File: src/hdl/itp_pkg.sv
// Shared types, codes and the precedence function for the infix-to-postfix converter.
`timescale 1ns / 1ps

package itp_pkg;

    localparam int STACK_DEPTH_DEF = 32;

    // Input token kinds
    localparam logic [2:0] TOK_NUM    = 3'd0;
    localparam logic [2:0] TOK_OP     = 3'd1;
    localparam logic [2:0] TOK_LPAREN = 3'd2;
    localparam logic [2:0] TOK_RPAREN = 3'd3;
    localparam logic [2:0] TOK_FUNC   = 3'd4;
    localparam logic [2:0] TOK_END    = 3'd5;
    localparam logic [2:0] TOK_NONE   = 3'd7;

    // Operator codes
    localparam logic [2:0] OP_PLUS  = 3'd0;
    localparam logic [2:0] OP_MINUS = 3'd1;
    localparam logic [2:0] OP_TIMES = 3'd2;
    localparam logic [2:0] OP_DIV   = 3'd3;
    localparam logic [2:0] OP_POWER = 3'd4;

    // Stack entry kinds
    localparam logic [1:0] ENT_OP     = 2'd0;
    localparam logic [1:0] ENT_LPAREN = 2'd1;
    localparam logic [1:0] ENT_FUNC   = 2'd2;

    // Result kinds
    localparam logic [2:0] OUT_NUM    = 3'd0;
    localparam logic [2:0] OUT_OP     = 3'd1;
    localparam logic [2:0] OUT_LPAREN = 3'd2;
    localparam logic [2:0] OUT_FUNC   = 3'd3;
    localparam logic [2:0] OUT_END    = 3'd4;

    typedef struct packed {
        logic [1:0] kind;
        logic [3:0] code;
    } entry_t;

    typedef struct packed {
        logic        imp;
        logic [2:0]  kind;
        logic [2:0]  op;
        logic [3:0]  fn;
        logic [63:0] value;
    } cmd_t;

    typedef struct packed {
        logic [2:0]  kind;
        logic [2:0]  op;
        logic [3:0]  fn;
        logic [63:0] value;
        logic        ovf;
    } result_t;

    function automatic logic [1:0] prec(input logic [2:0] op);
        case (op)
            OP_POWER:          prec = 2'd3;
            OP_TIMES, OP_DIV:  prec = 2'd2;
            OP_PLUS, OP_MINUS: prec = 2'd1;
            default:           prec = 2'd0;
        endcase
    endfunction

endpackage

File: src/hdl/itp_cmd_fifo.sv
// Two-entry command queue between the token front end and the stack engine.
`timescale 1ns / 1ps

module itp_cmd_fifo (
    input  logic          aclk,
    input  logic          aresetn,
    input  logic          wr_valid,
    output logic          wr_ready,
    input  itp_pkg::cmd_t wr_data,
    output logic          rd_valid,
    input  logic          rd_ready,
    output itp_pkg::cmd_t rd_data
);

    itp_pkg::cmd_t slot_reg [2];
    logic          wr_ptr_reg, wr_ptr_next;
    logic          rd_ptr_reg, rd_ptr_next;
    logic [1:0]    count_reg, count_next;
    logic          wr_fire, rd_fire;

    assign wr_ready = (count_reg != 2'd2);
    assign rd_valid = (count_reg != 2'd0);
    assign rd_data  = slot_reg[rd_ptr_reg];
    assign wr_fire  = wr_valid && wr_ready;
    assign rd_fire  = rd_valid && rd_ready;

    always_comb begin
        wr_ptr_next = wr_fire ? ~wr_ptr_reg : wr_ptr_reg;
        rd_ptr_next = rd_fire ? ~rd_ptr_reg : rd_ptr_reg;
        count_next  = count_reg;
        if (wr_fire && !rd_fire) begin
            count_next = count_reg + 2'd1;
        end else if (!wr_fire && rd_fire) begin
            count_next = count_reg - 2'd1;
        end
    end

    always_ff @(posedge aclk) begin
        if (!aresetn) begin
            wr_ptr_reg <= 1'b0;
            rd_ptr_reg <= 1'b0;
            count_reg  <= 2'd0;
        end else begin
            wr_ptr_reg <= wr_ptr_next;
            rd_ptr_reg <= rd_ptr_next;
            count_reg  <= count_next;
        end
        if (wr_fire) begin
            slot_reg[wr_ptr_reg] <= wr_data;
        end
    end

endmodule

File: src/hdl/itp_front.sv
// Token front end: accepts words, tracks the previous kind and flags implicit multiplication.
`timescale 1ns / 1ps

module itp_front (
    input  logic          aclk,
    input  logic          aresetn,
    input  logic          s_valid,
    output logic          s_ready,
    input  logic [2:0]    s_token_kind,
    input  logic [2:0]    s_operator_code,
    input  logic [3:0]    s_function_code,
    input  logic [63:0]   s_number_value,
    output logic          cmd_valid,
    input  logic          cmd_ready,
    output itp_pkg::cmd_t cmd_data
);

    logic [2:0] prev_kind_reg, prev_kind_next;
    logic       accept;
    logic       known_kind;
    logic       imp;

    assign s_ready    = cmd_ready;
    assign accept     = s_valid && s_ready;
    assign known_kind = (s_token_kind <= itp_pkg::TOK_END);
    // Drop words with unknown kinds without touching any state
    assign cmd_valid  = s_valid && known_kind;

    always_comb begin
        imp = 1'b0;
        if (prev_kind_reg == itp_pkg::TOK_NUM) begin
            imp = s_token_kind inside {itp_pkg::TOK_LPAREN, itp_pkg::TOK_FUNC};
        end else if (prev_kind_reg == itp_pkg::TOK_RPAREN) begin
            imp = s_token_kind inside {itp_pkg::TOK_NUM, itp_pkg::TOK_FUNC,
                                       itp_pkg::TOK_LPAREN};
        end
        cmd_data.imp   = imp;
        cmd_data.kind  = s_token_kind;
        cmd_data.op    = s_operator_code;
        cmd_data.fn    = s_function_code;
        cmd_data.value = s_number_value;

        prev_kind_next = prev_kind_reg;
        if (accept && known_kind) begin
            prev_kind_next = (s_token_kind == itp_pkg::TOK_END) ? itp_pkg::TOK_NONE
                                                                 : s_token_kind;
        end
    end

    always_ff @(posedge aclk) begin
        if (!aresetn) begin
            prev_kind_reg <= itp_pkg::TOK_NONE;
        end else begin
            prev_kind_reg <= prev_kind_next;
        end
    end

endmodule

File: src/hdl/itp_back.sv
// Stack engine: runs the shunting-yard steps, one push or pop per cycle unless stalled, and emits words.
`timescale 1ns / 1ps

module itp_back #(
    parameter int STACK_DEPTH = itp_pkg::STACK_DEPTH_DEF
) (
    input  logic          aclk,
    input  logic          aresetn,
    input  logic          cmd_valid,
    output logic          cmd_ready,
    input  itp_pkg::cmd_t cmd_data,
    output logic          m_valid,
    input  logic          m_ready,
    output logic [2:0]    m_out_kind,
    output logic [2:0]    m_out_operator,
    output logic [3:0]    m_out_function,
    output logic [63:0]   m_out_value,
    output logic          m_overflow_seen,
    output logic          m_last
);

    localparam int CW = $clog2(STACK_DEPTH + 1);
    localparam int AW = $clog2(STACK_DEPTH);

    typedef enum logic [1:0] {
        ST_IDLE,
        ST_IMP,
        ST_TOK,
        ST_RFN
    } state_t;

    state_t                state_reg, state_next;
    itp_pkg::cmd_t         cmd_reg, cmd_next;
    itp_pkg::entry_t       top_reg, top_next;
    logic [CW-1:0]         count_reg, count_next;
    logic                  ovf_reg, ovf_next;
    itp_pkg::result_t      hold_reg, hold_next;
    logic                  hold_valid_reg, hold_valid_next;
    logic                  hold_last_reg, hold_last_next;
    itp_pkg::result_t      out_reg, out_next;
    logic                  out_valid_reg, out_valid_next;
    logic                  out_last_reg, out_last_next;

    // Entries below the top live in memory; top_reg caches the top
    itp_pkg::entry_t       mem [STACK_DEPTH];
    itp_pkg::entry_t       rd_reg;
    logic                  wr_en;
    logic [AW-1:0]         wr_addr;
    logic [AW-1:0]         rd_addr;
    logic [CW-1:0]         rd_pos;

    logic                  emit, done, do_push, do_pop, ovf_clr;
    logic                  stall, adv, can_move, move_hold;
    itp_pkg::result_t      res, pop_res;
    itp_pkg::entry_t       push_ent;
    logic [2:0]            op_sel;
    logic                  nonempty, top_is_op, pops_op;
    logic [1:0]            p_new, p_top;

    assign can_move  = !out_valid_reg || m_ready;
    assign nonempty  = (count_reg != '0);
    assign top_is_op = nonempty && (top_reg.kind == itp_pkg::ENT_OP);
    assign op_sel    = (state_reg == ST_IMP) ? itp_pkg::OP_TIMES : cmd_reg.op;
    assign p_new     = itp_pkg::prec(op_sel);
    assign p_top     = itp_pkg::prec(top_reg.code[2:0]);
    assign pops_op   = top_is_op &&
                       ((p_top > p_new) || (p_top == p_new && op_sel != itp_pkg::OP_POWER));

    always_comb begin
        pop_res       = '0;
        pop_res.kind  = itp_pkg::OUT_FUNC;
        pop_res.fn    = top_reg.code;
        if (top_reg.kind == itp_pkg::ENT_OP) begin
            pop_res.kind = itp_pkg::OUT_OP;
            pop_res.op   = top_reg.code[2:0];
            pop_res.fn   = 4'd0;
        end else if (top_reg.kind == itp_pkg::ENT_LPAREN) begin
            pop_res.kind = itp_pkg::OUT_LPAREN;
            pop_res.fn   = 4'd0;
        end
    end

    // Sequencer: decide this cycle's stack action and result
    always_comb begin
        state_next = state_reg;
        cmd_next   = cmd_reg;
        cmd_ready  = 1'b0;
        emit       = 1'b0;
        done       = 1'b0;
        do_push    = 1'b0;
        do_pop     = 1'b0;
        ovf_clr    = 1'b0;
        res        = pop_res;
        push_ent   = '0;

        case (state_reg)
            ST_IDLE: begin
                if (cmd_valid) begin
                    cmd_ready  = 1'b1;
                    cmd_next   = cmd_data;
                    state_next = cmd_data.imp ? ST_IMP : ST_TOK;
                end
            end
            ST_IMP: begin
                if (pops_op) begin
                    emit   = 1'b1;
                    do_pop = 1'b1;
                end else begin
                    do_push       = 1'b1;
                    push_ent.kind = itp_pkg::ENT_OP;
                    push_ent.code = {1'b0, itp_pkg::OP_TIMES};
                    state_next    = ST_TOK;
                end
            end
            ST_TOK: begin
                case (cmd_reg.kind)
                    itp_pkg::TOK_NUM: begin
                        emit       = 1'b1;
                        res        = '0;
                        res.kind   = itp_pkg::OUT_NUM;
                        res.value  = cmd_reg.value;
                        done       = 1'b1;
                        state_next = ST_IDLE;
                    end
                    itp_pkg::TOK_OP: begin
                        if (pops_op) begin
                            emit   = 1'b1;
                            do_pop = 1'b1;
                        end else begin
                            do_push       = 1'b1;
                            push_ent.kind = itp_pkg::ENT_OP;
                            push_ent.code = {1'b0, cmd_reg.op};
                            done          = 1'b1;
                            state_next    = ST_IDLE;
                        end
                    end
                    itp_pkg::TOK_LPAREN: begin
                        do_push       = 1'b1;
                        push_ent.kind = itp_pkg::ENT_LPAREN;
                        done          = 1'b1;
                        state_next    = ST_IDLE;
                    end
                    itp_pkg::TOK_RPAREN: begin
                        if (nonempty && top_reg.kind != itp_pkg::ENT_LPAREN) begin
                            emit   = 1'b1;
                            do_pop = 1'b1;
                        end else if (nonempty) begin
                            // drop the matching left paren, then check for a function
                            do_pop     = 1'b1;
                            state_next = ST_RFN;
                        end else begin
                            done       = 1'b1;
                            state_next = ST_IDLE;
                        end
                    end
                    itp_pkg::TOK_FUNC: begin
                        do_push       = 1'b1;
                        push_ent.kind = itp_pkg::ENT_FUNC;
                        push_ent.code = cmd_reg.fn;
                        done          = 1'b1;
                        state_next    = ST_IDLE;
                    end
                    default: begin
                        if (nonempty) begin
                            emit   = 1'b1;
                            do_pop = 1'b1;
                        end else begin
                            emit       = 1'b1;
                            res        = '0;
                            res.kind   = itp_pkg::OUT_END;
                            res.ovf    = ovf_reg;
                            ovf_clr    = 1'b1;
                            done       = 1'b1;
                            state_next = ST_IDLE;
                        end
                    end
                endcase
            end
            ST_RFN: begin
                if (nonempty && top_reg.kind == itp_pkg::ENT_FUNC) begin
                    emit   = 1'b1;
                    do_pop = 1'b1;
                end
                done       = 1'b1;
                state_next = ST_IDLE;
            end
            default: begin
                state_next = ST_IDLE;
            end
        endcase
    end

    // Hold off when a new result needs the holding slot and the output is blocked
    assign stall     = emit && hold_valid_reg && !can_move;
    assign adv       = !stall;
    assign move_hold = hold_valid_reg && can_move && (hold_last_reg || (emit && adv));

    always_comb begin
        count_next = count_reg;
        top_next   = top_reg;
        ovf_next   = ovf_reg;
        wr_en      = 1'b0;
        wr_addr    = AW'(count_reg - CW'(1));
        if (adv && do_push) begin
            if (count_reg < CW'(STACK_DEPTH)) begin
                wr_en      = nonempty;
                top_next   = push_ent;
                count_next = count_reg + CW'(1);
            end else begin
                ovf_next = 1'b1;
            end
        end else if (adv && do_pop) begin
            top_next   = rd_reg;
            count_next = count_reg - CW'(1);
        end
        if (adv && ovf_clr) begin
            ovf_next = 1'b0;
        end
        // Keep the entry just below the next top prefetched
        rd_pos  = (count_next >= CW'(2)) ? (count_next - CW'(2)) : '0;
        rd_addr = rd_pos[AW-1:0];
    end

    always_comb begin
        hold_next       = hold_reg;
        hold_valid_next = hold_valid_reg;
        hold_last_next  = hold_last_reg;
        out_next        = out_reg;
        out_last_next   = out_last_reg;
        out_valid_next  = out_valid_reg && !m_ready;
        if (move_hold) begin
            out_next       = hold_reg;
            out_last_next  = hold_last_reg;
            out_valid_next = 1'b1;
        end
        if (emit && adv) begin
            hold_next       = res;
            hold_valid_next = 1'b1;
            hold_last_next  = done;
        end else if (move_hold) begin
            hold_valid_next = 1'b0;
        end else if (done && adv && hold_valid_reg) begin
            hold_last_next = 1'b1;
        end
    end

    always_ff @(posedge aclk) begin
        if (!aresetn) begin
            state_reg      <= ST_IDLE;
            count_reg      <= '0;
            ovf_reg        <= 1'b0;
            hold_valid_reg <= 1'b0;
            hold_last_reg  <= 1'b0;
            out_valid_reg  <= 1'b0;
            out_last_reg   <= 1'b0;
        end else begin
            state_reg      <= adv ? state_next : state_reg;
            count_reg      <= count_next;
            ovf_reg        <= ovf_next;
            hold_valid_reg <= hold_valid_next;
            hold_last_reg  <= hold_last_next;
            out_valid_reg  <= out_valid_next;
            out_last_reg   <= out_last_next;
        end
        cmd_reg  <= cmd_next;
        top_reg  <= top_next;
        hold_reg <= hold_next;
        out_reg  <= out_next;
    end

    always_ff @(posedge aclk) begin
        if (wr_en) begin
            mem[wr_addr] <= top_reg;
        end
        if (wr_en && wr_addr == rd_addr) begin
            rd_reg <= top_reg;
        end else begin
            rd_reg <= mem[rd_addr];
        end
    end

    assign m_valid         = out_valid_reg;
    assign m_out_kind      = out_reg.kind;
    assign m_out_operator  = out_reg.op;
    assign m_out_function  = out_reg.fn;
    assign m_out_value     = out_reg.value;
    assign m_overflow_seen = out_reg.ovf;
    assign m_last          = out_last_reg;

endmodule

File: src/hdl/infix_to_postfix_converter.sv
// Top level of the infix-to-postfix converter: front end, command queue and stack engine.
`timescale 1ns / 1ps

// Takes lexed tokens one word at a time and returns them in postfix order,
// inserting a times operator where juxtaposition implies one. The front end
// classifies each word in the cycle it is accepted and queues it (two
// entries). The stack engine then takes the command and, while it is not
// stalled, does one push or pop per cycle after that. A number goes straight
// out; a left paren or function is pushed. An implicit times or an operator
// first pops the operators it displaces and is then pushed. A right paren
// that finds its left paren pops the operators above it and drops the left
// paren; the enclosing function, if any, goes out last. A right paren that
// finds none pops every entry. An end token pops every pending entry and then
// emits the end word. Each result waits in a holding stage until it is known
// whether it is the last word for its token, then passes to the output
// register. A blocked output stalls the engine only when a new result meets a
// full holding stage. STACK_DEPTH sets the pending stack size; a push onto a
// full stack is dropped and reported on the next end marker through
// m_overflow_seen.
module infix_to_postfix_converter #(
    parameter int STACK_DEPTH = itp_pkg::STACK_DEPTH_DEF
) (
    input  logic        aclk,
    input  logic        aresetn,
    input  logic        s_valid,
    output logic        s_ready,
    input  logic [2:0]  s_token_kind,
    input  logic [2:0]  s_operator_code,
    input  logic [3:0]  s_function_code,
    input  logic [63:0] s_number_value,
    output logic        m_valid,
    input  logic        m_ready,
    output logic [2:0]  m_out_kind,
    output logic [2:0]  m_out_operator,
    output logic [3:0]  m_out_function,
    output logic [63:0] m_out_value,
    output logic        m_overflow_seen,
    output logic        m_last
);

    logic          fq_valid, fq_ready;
    itp_pkg::cmd_t fq_data;
    logic          bq_valid, bq_ready;
    itp_pkg::cmd_t bq_data;

    itp_front u_front (
        .aclk            (aclk),
        .aresetn         (aresetn),
        .s_valid         (s_valid),
        .s_ready         (s_ready),
        .s_token_kind    (s_token_kind),
        .s_operator_code (s_operator_code),
        .s_function_code (s_function_code),
        .s_number_value  (s_number_value),
        .cmd_valid       (fq_valid),
        .cmd_ready       (fq_ready),
        .cmd_data        (fq_data)
    );

    itp_cmd_fifo u_fifo (
        .aclk     (aclk),
        .aresetn  (aresetn),
        .wr_valid (fq_valid),
        .wr_ready (fq_ready),
        .wr_data  (fq_data),
        .rd_valid (bq_valid),
        .rd_ready (bq_ready),
        .rd_data  (bq_data)
    );

    itp_back #(
        .STACK_DEPTH (STACK_DEPTH)
    ) u_back (
        .aclk            (aclk),
        .aresetn         (aresetn),
        .cmd_valid       (bq_valid),
        .cmd_ready       (bq_ready),
        .cmd_data        (bq_data),
        .m_valid         (m_valid),
        .m_ready         (m_ready),
        .m_out_kind      (m_out_kind),
        .m_out_operator  (m_out_operator),
        .m_out_function  (m_out_function),
        .m_out_value     (m_out_value),
        .m_overflow_seen (m_overflow_seen),
        .m_last          (m_last)
    );

endmodule

File: config.mk
export PLATFORM = sky130hd
export DESIGN_NAME = infix_to_postfix_converter
export DESIGN_NICKNAME = d
export VERILOG_FILES = /design/src/hdl/itp_pkg.sv /design/src/hdl/itp_cmd_fifo.sv /design/src/hdl/itp_front.sv /design/src/hdl/itp_back.sv /design/src/hdl/infix_to_postfix_converter.sv
export SDC_FILE = /design/constraint.sdc
export NUM_CORES = 1
export LEC_CHECK = 0
export ABC_AREA = 0
export BUFFER_PORTS_ARGS = -buffer_cell sky130_fd_sc_hd__buf_2
export CAP_MARGIN = 20
export CORE_ASPECT_RATIO = 1.75
export CORE_MARGIN = 1
export CORE_UTILIZATION = 55
export CTS_CLUSTER_SIZE = 20
export DETAILED_ROUTE_END_ITERATION = 12
export PLACE_DENSITY_LB_ADDON = 0.08
export SLEW_MARGIN = 20
export SYNTH_ARGS = -nofsm -noshare
export SYNTH_HDL_FRONTEND = slang
export SYNTH_SLANG_ARGS = --single-unit
export TNS_END_PERCENT = 5
File: constraint.sdc
create_clock -name aclk -period 7.9 [get_ports aclk]
set_clock_uncertainty 0.15 [all_clocks]
set_input_delay 1.58 -clock aclk [delete_from_list [all_inputs] [get_ports aclk]]
set_output_delay 1.58 -clock aclk [all_outputs]
set_load 0.01 [all_outputs]
# [After elaboration in Yosys (flattened, before gate mapping)]
# Memories as Yosys holds them, arrays and structs flattened. A register that Yosys moved wholly into a read port is not among the register bits.
# Cells that the tools add are included.
# W data, S select, Z words.
[word_totals] ramBits=342 mem_count=2 out_inout_bits=78 wordCells=207 reg_bits=250 in_bits=78
[memory_table] memory="u_back.mem" depth=32 word_bits=6 rd=1 rd_ports_with_merged_regs=1 wr=1 line="itp_back.sv:45" text="itp_pkg::entry_t mem [STACK_DEPTH];"
[memory_table] memory="u_fifo.slot_reg" depth=2 word_bits=75 rd=1 rd_ports_with_merged_regs=1 wr=1 line="itp_cmd_fifo.sv:15" text="itp_pkg::cmd_t slot_reg [2];"
[classes] n_eq_ne=32 n_reduce_logical=61 mux=71 n_bitwise=5 add_sub_neg=5 magnitude_cmp=4
[ops] operator="$mux W75" count=2
[ops] operator="$pmux W75 S2" count=1
[ops] operator="$mux W6" count=6
[ops] operator="$mux W1" count=29
[ops] operator="$eq A3 B2 Y1 const B" count=8
[ops] operator="$pmux W2 S3" count=4
[ops] operator="$logic_and A1 B1 Y1" count=23
[ops] operator="$mux W2" count=10
[ops] operator="$eq A3 B3 Y1 const B" count=5
[ops] operator="$logic_not A3 Y1" count=5
[ops] operator="$mux W3" count=5
[ops] operator="$pmux W1 S3" count=5
[ops] operator="$pmux W6 S2" count=1
[ops] operator="$reduce_bool A2 Y1" count=6
[ops] operator="$reduce_or A2 Y1" count=6
[ops] operator="$ne A2 B2 Y1 const B" count=5
[ops] operator="$eq A3 B1 Y1 const B" count=3
[ops] operator="$ne A3 B3 Y1 const B" count=3
[ops] operator="$mux W4" count=2
[ops] operator="$pmux W2 S4" count=1
[ops] operator="$pmux W4 S2" count=1
[ops] operator="$reduce_and A2 Y1" count=4
[ops] operator="$add A6 B1 Y6 const B" count=1
[ops] operator="$eq A2 B2 Y1 const B" count=3
[ops] operator="other kinds (24)" count=39

# [Logic depth before layout (Yosys ltp)]
[depth] depth_word=20 ltp_mapped=16 ltp_nobuf=14

# [Cells and area by module]
# A second synthesis with hierarchy kept.
[unflattened] hier_cells=1214 hier_area_um2=22915.7
[by_module_without_submodules] mod="itp_back" seq_area_each_um2=13032.5 area_per_inst_um2=16527.1 cells_per_inst=862 instances=1
[by_module_without_submodules] mod="itp_cmd_fifo" seq_area_each_um2=4604.4 area_per_inst_um2=5665.4 cells_per_inst=257 instances=1
[by_module_without_submodules] mod="itp_front" seq_area_each_um2=60.1 area_per_inst_um2=723.2 cells_per_inst=95 instances=1

# [Worst setup path after synthesis]
# No wires, ideal clock.
[synth_timing] path_kind="input to register" start="input s_valid" end="memory u_fifo.slot_reg[0][0] in the netlist's numbering (enable)" arrival_ps=5392 stages=3 setup_slack_ps=1840 cell_sequence="nand2_1 > a21oi_1 > nor2b_1"
[synth_via] elab_chain_cells=4
[synth_lines] element="start, declared" line="infix_to_postfix_converter.sv:25" text="input logic s_valid,"
[synth_lines] element="$logic_and A1 B1 Y1" line="itp_front.sv:27" text="assign cmd_valid = s_valid && known_kind;"
[synth_lines] element="$logic_and A1 B1 Y1" line="itp_cmd_fifo.sv:24" text="assign wr_fire = wr_valid && wr_ready;"
[synth_lines] element="via u_fifo.wr_fire" line="itp_cmd_fifo.sv:19" text="logic wr_fire, rd_fire;"
[synth_lines] element="$mux W1" line="itp_cmd_fifo.sv:48" text="if (wr_fire) begin"
[synth_lines] element="$mux W1 (implied by the code)" line="itp_cmd_fifo.sv:49" text="slot_reg[wr_ptr_reg] <= wr_data;"
[synth_lines] element="end, declared" line="itp_cmd_fifo.sv:15"
# The timed path passes the listed nets, and every way through them passes these cells.

# [Worst setup path after layout]
[layout_timing] start="register u_back.state_reg[1]" end="memory u_back.mem[15][0] in the netlist's numbering (enable)"
[layout_via] elab_chain_cells=19 word_cells_on_any_way=31 classes_between="order compare (1); eq/ne (9); mux (11); reduce/logical (10)"
[layout_lines] element="start, declared" line="itp_back.sv:32" text="state_t state_reg, state_next;"
[layout_lines] element="start signal, assigned" line="itp_back.sv:257" text="state_reg <= adv ? state_next : state_reg;"
[layout_lines] element="$eq A2 B1 Y1" line="itp_back.sv:63, itp_back.sv:96"
[layout_lines] element="$mux W3" line="itp_back.sv:63" text="assign op_sel = (state_reg == ST_IMP) ? itp_pkg::OP_TIMES : cmd_reg.op;"
[layout_lines] element="$eq A3 B1 Y1 (tied with other cells)" line="itp_pkg.sv:58" text="case (op)"
[layout_lines] element="$reduce_or A2 Y1" line="itp_pkg.sv:58"
[layout_lines] element="$pmux W2 S3" line="itp_pkg.sv:58"
[layout_lines] element="$eq A2 B2 Y1" line="itp_back.sv:67" text="((p_top > p_new) || (p_top == p_new && op_sel != itp_pkg::OP_POWER));"
[layout_lines] element="$logic_and A1 B1 Y1" line="itp_back.sv:67"
[layout_lines] element="$logic_or A1 B1 Y1" line="itp_back.sv:67"
[layout_lines] element="(+2 left out)"
[layout_lines] element="$pmux W1 S3" line="itp_back.sv:116" text="case (cmd_reg.kind)"
[layout_lines] element="$pmux W1 S3" line="itp_back.sv:96" text="case (state_reg)"
[layout_lines] element="$logic_and A1 B1 Y1 (2 in a row)" line="itp_back.sv:194" text="assign stall = emit && hold_valid_reg && !can_move;"
[layout_lines] element="$logic_not A1 Y1" line="itp_back.sv:195" text="assign adv = !stall;"
[layout_lines] element="$logic_and A1 B1 Y1 *" line="itp_back.sv:204" text="if (adv && do_push) begin"
[layout_lines] element="$mux W1 *" line="itp_back.sv:204"
[layout_lines] element="$mux W1 *" line="itp_back.sv:272" text="if (wr_en) begin"
[layout_lines] element="$mux W1 (implied by the code) *" line="itp_back.sv:273" text="mem[wr_addr] <= top_reg;"
[layout_lines] element="end, declared" line="itp_back.sv:45"
# Every way passes the cells marked *; elsewhere a longest branch is shown, timed or not.

==> run_results.csv <==
group,metric,value,unit
routing,drc,0,
routing,wl,42800,um
power,power_density,310,mW/mm^2
job,max_cap_viol_count,0,
clocking,cts_buffers,51,
synth,synth_top_cells_by_count,"edfxtp_1, mux2_2, and3_1, mux4_2, nor2_1",
floorplanning,dieArea,0.0417,mm^2
layout,postLayoutCellArea,0.0255,mm^2
power,p_total,7.90,mW
layout,area_delta_synth_final,13.5,%
worst_setup_path,cp.arrival,4.92,ns
synth,synth_ff_type,"edfxtp_1",
floorplanning,die_y,269,um
floorplanning,start_util,0.560,
power,vdd_drop_max,0.225,mV
synth,syn_area,0.0225,mm^2
routing,dr.pass1.iters,5,
synth,synth-simple-area-share,0.0597,
power,p_leak,8.63,nW
placement,gp_congestion,0.832,
worst_setup_path,cpPeakStageDelay,0.62,ns
worst_setup_path,crit_required,7.95,ns
worst_setup_path,cp_cell_sequence,"inv_1, ha_1, a211oi_1, ha_1, nand2b_1, a21oi_1, nor3_2, o31ai_2, nand2_1, nor3_1, nand2_1, nor2_1",
clocking,clk-insertion-delay-late,0.58,ns
placement,post-dp-hpwl,27800,um
sta,tightest_slew,1.02,ns
clocking,clock_sinks,598,
worst_setup_path,critical_path_class,"flop to flop",
sta,setup_tns,0,ns
synth,yosysWarningCount,0,
clocking,cts_resized,0,
synth,synth_top_family_by_area,"multiplexers",
synth,syn_inst,1142,
sta,maxSlewHeadroom,0.321,
global_routing,antenna_found_initial,7,
routing,wire_per_inst,22.5,um
worst_setup_path,slowest_stage,"nor2_1",
sta,setup_viol,0,
worst_setup_path,crit_buf_inv,1,
floorplanning,io_pins,156,
floorplanning,rows,97,
clocking,cts_hold_buf,0,
worst_setup_path,crit_fanout,8,
synth,async_flop_share,0,
worst_setup_path,worstSetupStartpointType,"flop",
clocking,clk_pin_slew_worst_paths,0.07,ns
sta,fin_crit_sh,0.616,
routing,final_antenna_net_count,0,
layout,final_layout_size_suffix_gt1_frac,0.299,
synth,ys_top_cells_by_area,"edfxtp_1, mux4_2, mux2_2",
synth,synth_compound_area_frac,0.0271,
placement,port-buffer-count,155,
routing,vias,10700,
synth,synthMuxAreaShare,0.103,
worst_setup_path,cp_top_family,"simple AND/OR/NAND/NOR gates",
synth,synthXorXnorAreaFrac,0.00389,
global_routing,grt_pass1_wl,65000,um
synth,synth_edf_count,572,
global_routing,first_global_vias,11300,
synth,synth_top_cell_by_area,"edfxtp_1",
clocking,htreeDepth,2,
worst_hold_path,hp-class,"flop to flop",
synth,seq_area_frac_synth,0.787,
sta,rsz0062_at_grt,"no",
floorplanning,core,0.0402,mm^2
sta,finalHoldViolations,0,
synth,synth_most_common_cell,"edfxtp_1",
global_routing,track_usage,0.212,
worst_setup_path,end_kind,"flop",
synth,synth_cell_types,73,
synth,yosys.area.top_type_share,0.764,
floorplanning,die_w,155,um
synth,syn_area_per_cell,19.7,um^2
clocking,root_buffer,"clkbuf_16",
clocking,cts.path.max_buffers,3,
global_routing,grt_overflow_total,0,
status,status,"finished clean",
synth,synthAdderAreaFrac,0.00879,
clocking,cts_setup_buffers,0,
sta,fmaxAchievable,206,MHz
placement,dpl_cell_area,0.0239,mm^2
clocking,cts_tree,"done",
global_routing,grt_start_max_net_pins,77,
layout,layout.nets,1411,
sta,finalCriticalPeriod,4.86,ns
synth,syn_nets,1235,
routing,drt-initial-drc-count,545,
layout,nFillCells,2825,
synth,yosys_register_bits,598,
routing,viasPerCell,5.60,
sta,slew_violations,0,
layout,largest_reg_flops,192,
## power breakdown
part	leakage [nW]	internal, mW	switching, mW
registers	5.47	3.98	0.171
clock network	0.774	1.33	1.06
logic	2.39	0.524	0.831
total	8.63	5.84	2.06
## kinds of logic after synthesis
logic type,count (synthesis)
adders and majority gates,16
buffers and inverters,58
muxes,146
AOI/OAI and AO/OA,74
DFF,598
and+or+nand+nor,240
xor gates and xnor gates,10
## metrics by stage
stage,std cells,setup WS [ns],hold slack (ns),util
3_3_place_gp,1808,3.30,0.251,0.595
3_5_place_dp,1808,3.08,0.255,0.595
6_report,1905,3.04,0.268,0.635
2_1_floorplan,1142,1.84,0.250,-
4_1_cts,1902,3.04,0.269,0.634
5_1_grt,1905,2.77,0.276,0.635
## final timing paths
| path | slack (ns) | cells after the start | end | from |
|---|---|---|---|---|
| hold reg to reg | 0.27 | 0 | u_back.m_out_value[0] | u_back.hold_reg[1] |
| setup reg to reg | 3.04 | 12 | u_back.mem[15][0] | u_back.state_reg[1] |
| setup / recovery | 3.04 | 12 | u_back.mem[15][0] | u_back.state_reg[1] |
| hold / removal | 0.27 | 0 | u_back.m_out_value[0] | u_back.hold_reg[1] |
## cells in the final DEF, fill, tap and decap left out, types with 9 or more instances in the layout
master | Yosys | final
and3_1 | 72 | 72
buf_2 | 5 | 155
buf_4 | 2 | 15
clkbuf_1 | 33 | 16
clkbuf_16 | 0 | 52
clkinv_1 | 0 | 9
clkinv_2 | 0 | 9
dfxtp_1 | 26 | 23
edfxtp_1 | 572 | 572
ha_1 | 15 | 15
inv_1 | 10 | 9
mux2_2 | 75 | 75
mux2i_1 | 11 | 11
mux4_2 | 60 | 60
nand2_1 | 31 | 31
nand2b_1 | 10 | 10
nor2_1 | 53 | 52
nor2b_1 | 17 | 15
nor3_1 | 11 | 11
o21ai_0 | 12 | 12
## area by class of cell
type	instances	area [um^2]	share of cell area
Antenna cell	2	5.00	0.000196
Clock buffer	70	1390	0.0544
Tap cell	544	681	0.0267
Clock inverter	24	204	0.00799
Multi-Input combinational cell	486	4580	0.179
Inverter	10	38.8	0.00152
Sequential cell	598	17700	0.694
Timing Repair Buffer	171	916	0.0359
## per-layer routing
metal	GRT usage	vias to the layer above	wire, um
met5	0	-	58
met4	0.0907	10	1690
met3	0.0509	86	2280
met2	0.411	235	24600
met1	0.208	5416	14200
li1	-	4924	-
No activity file was read; power rests on OpenSTA's default activity.
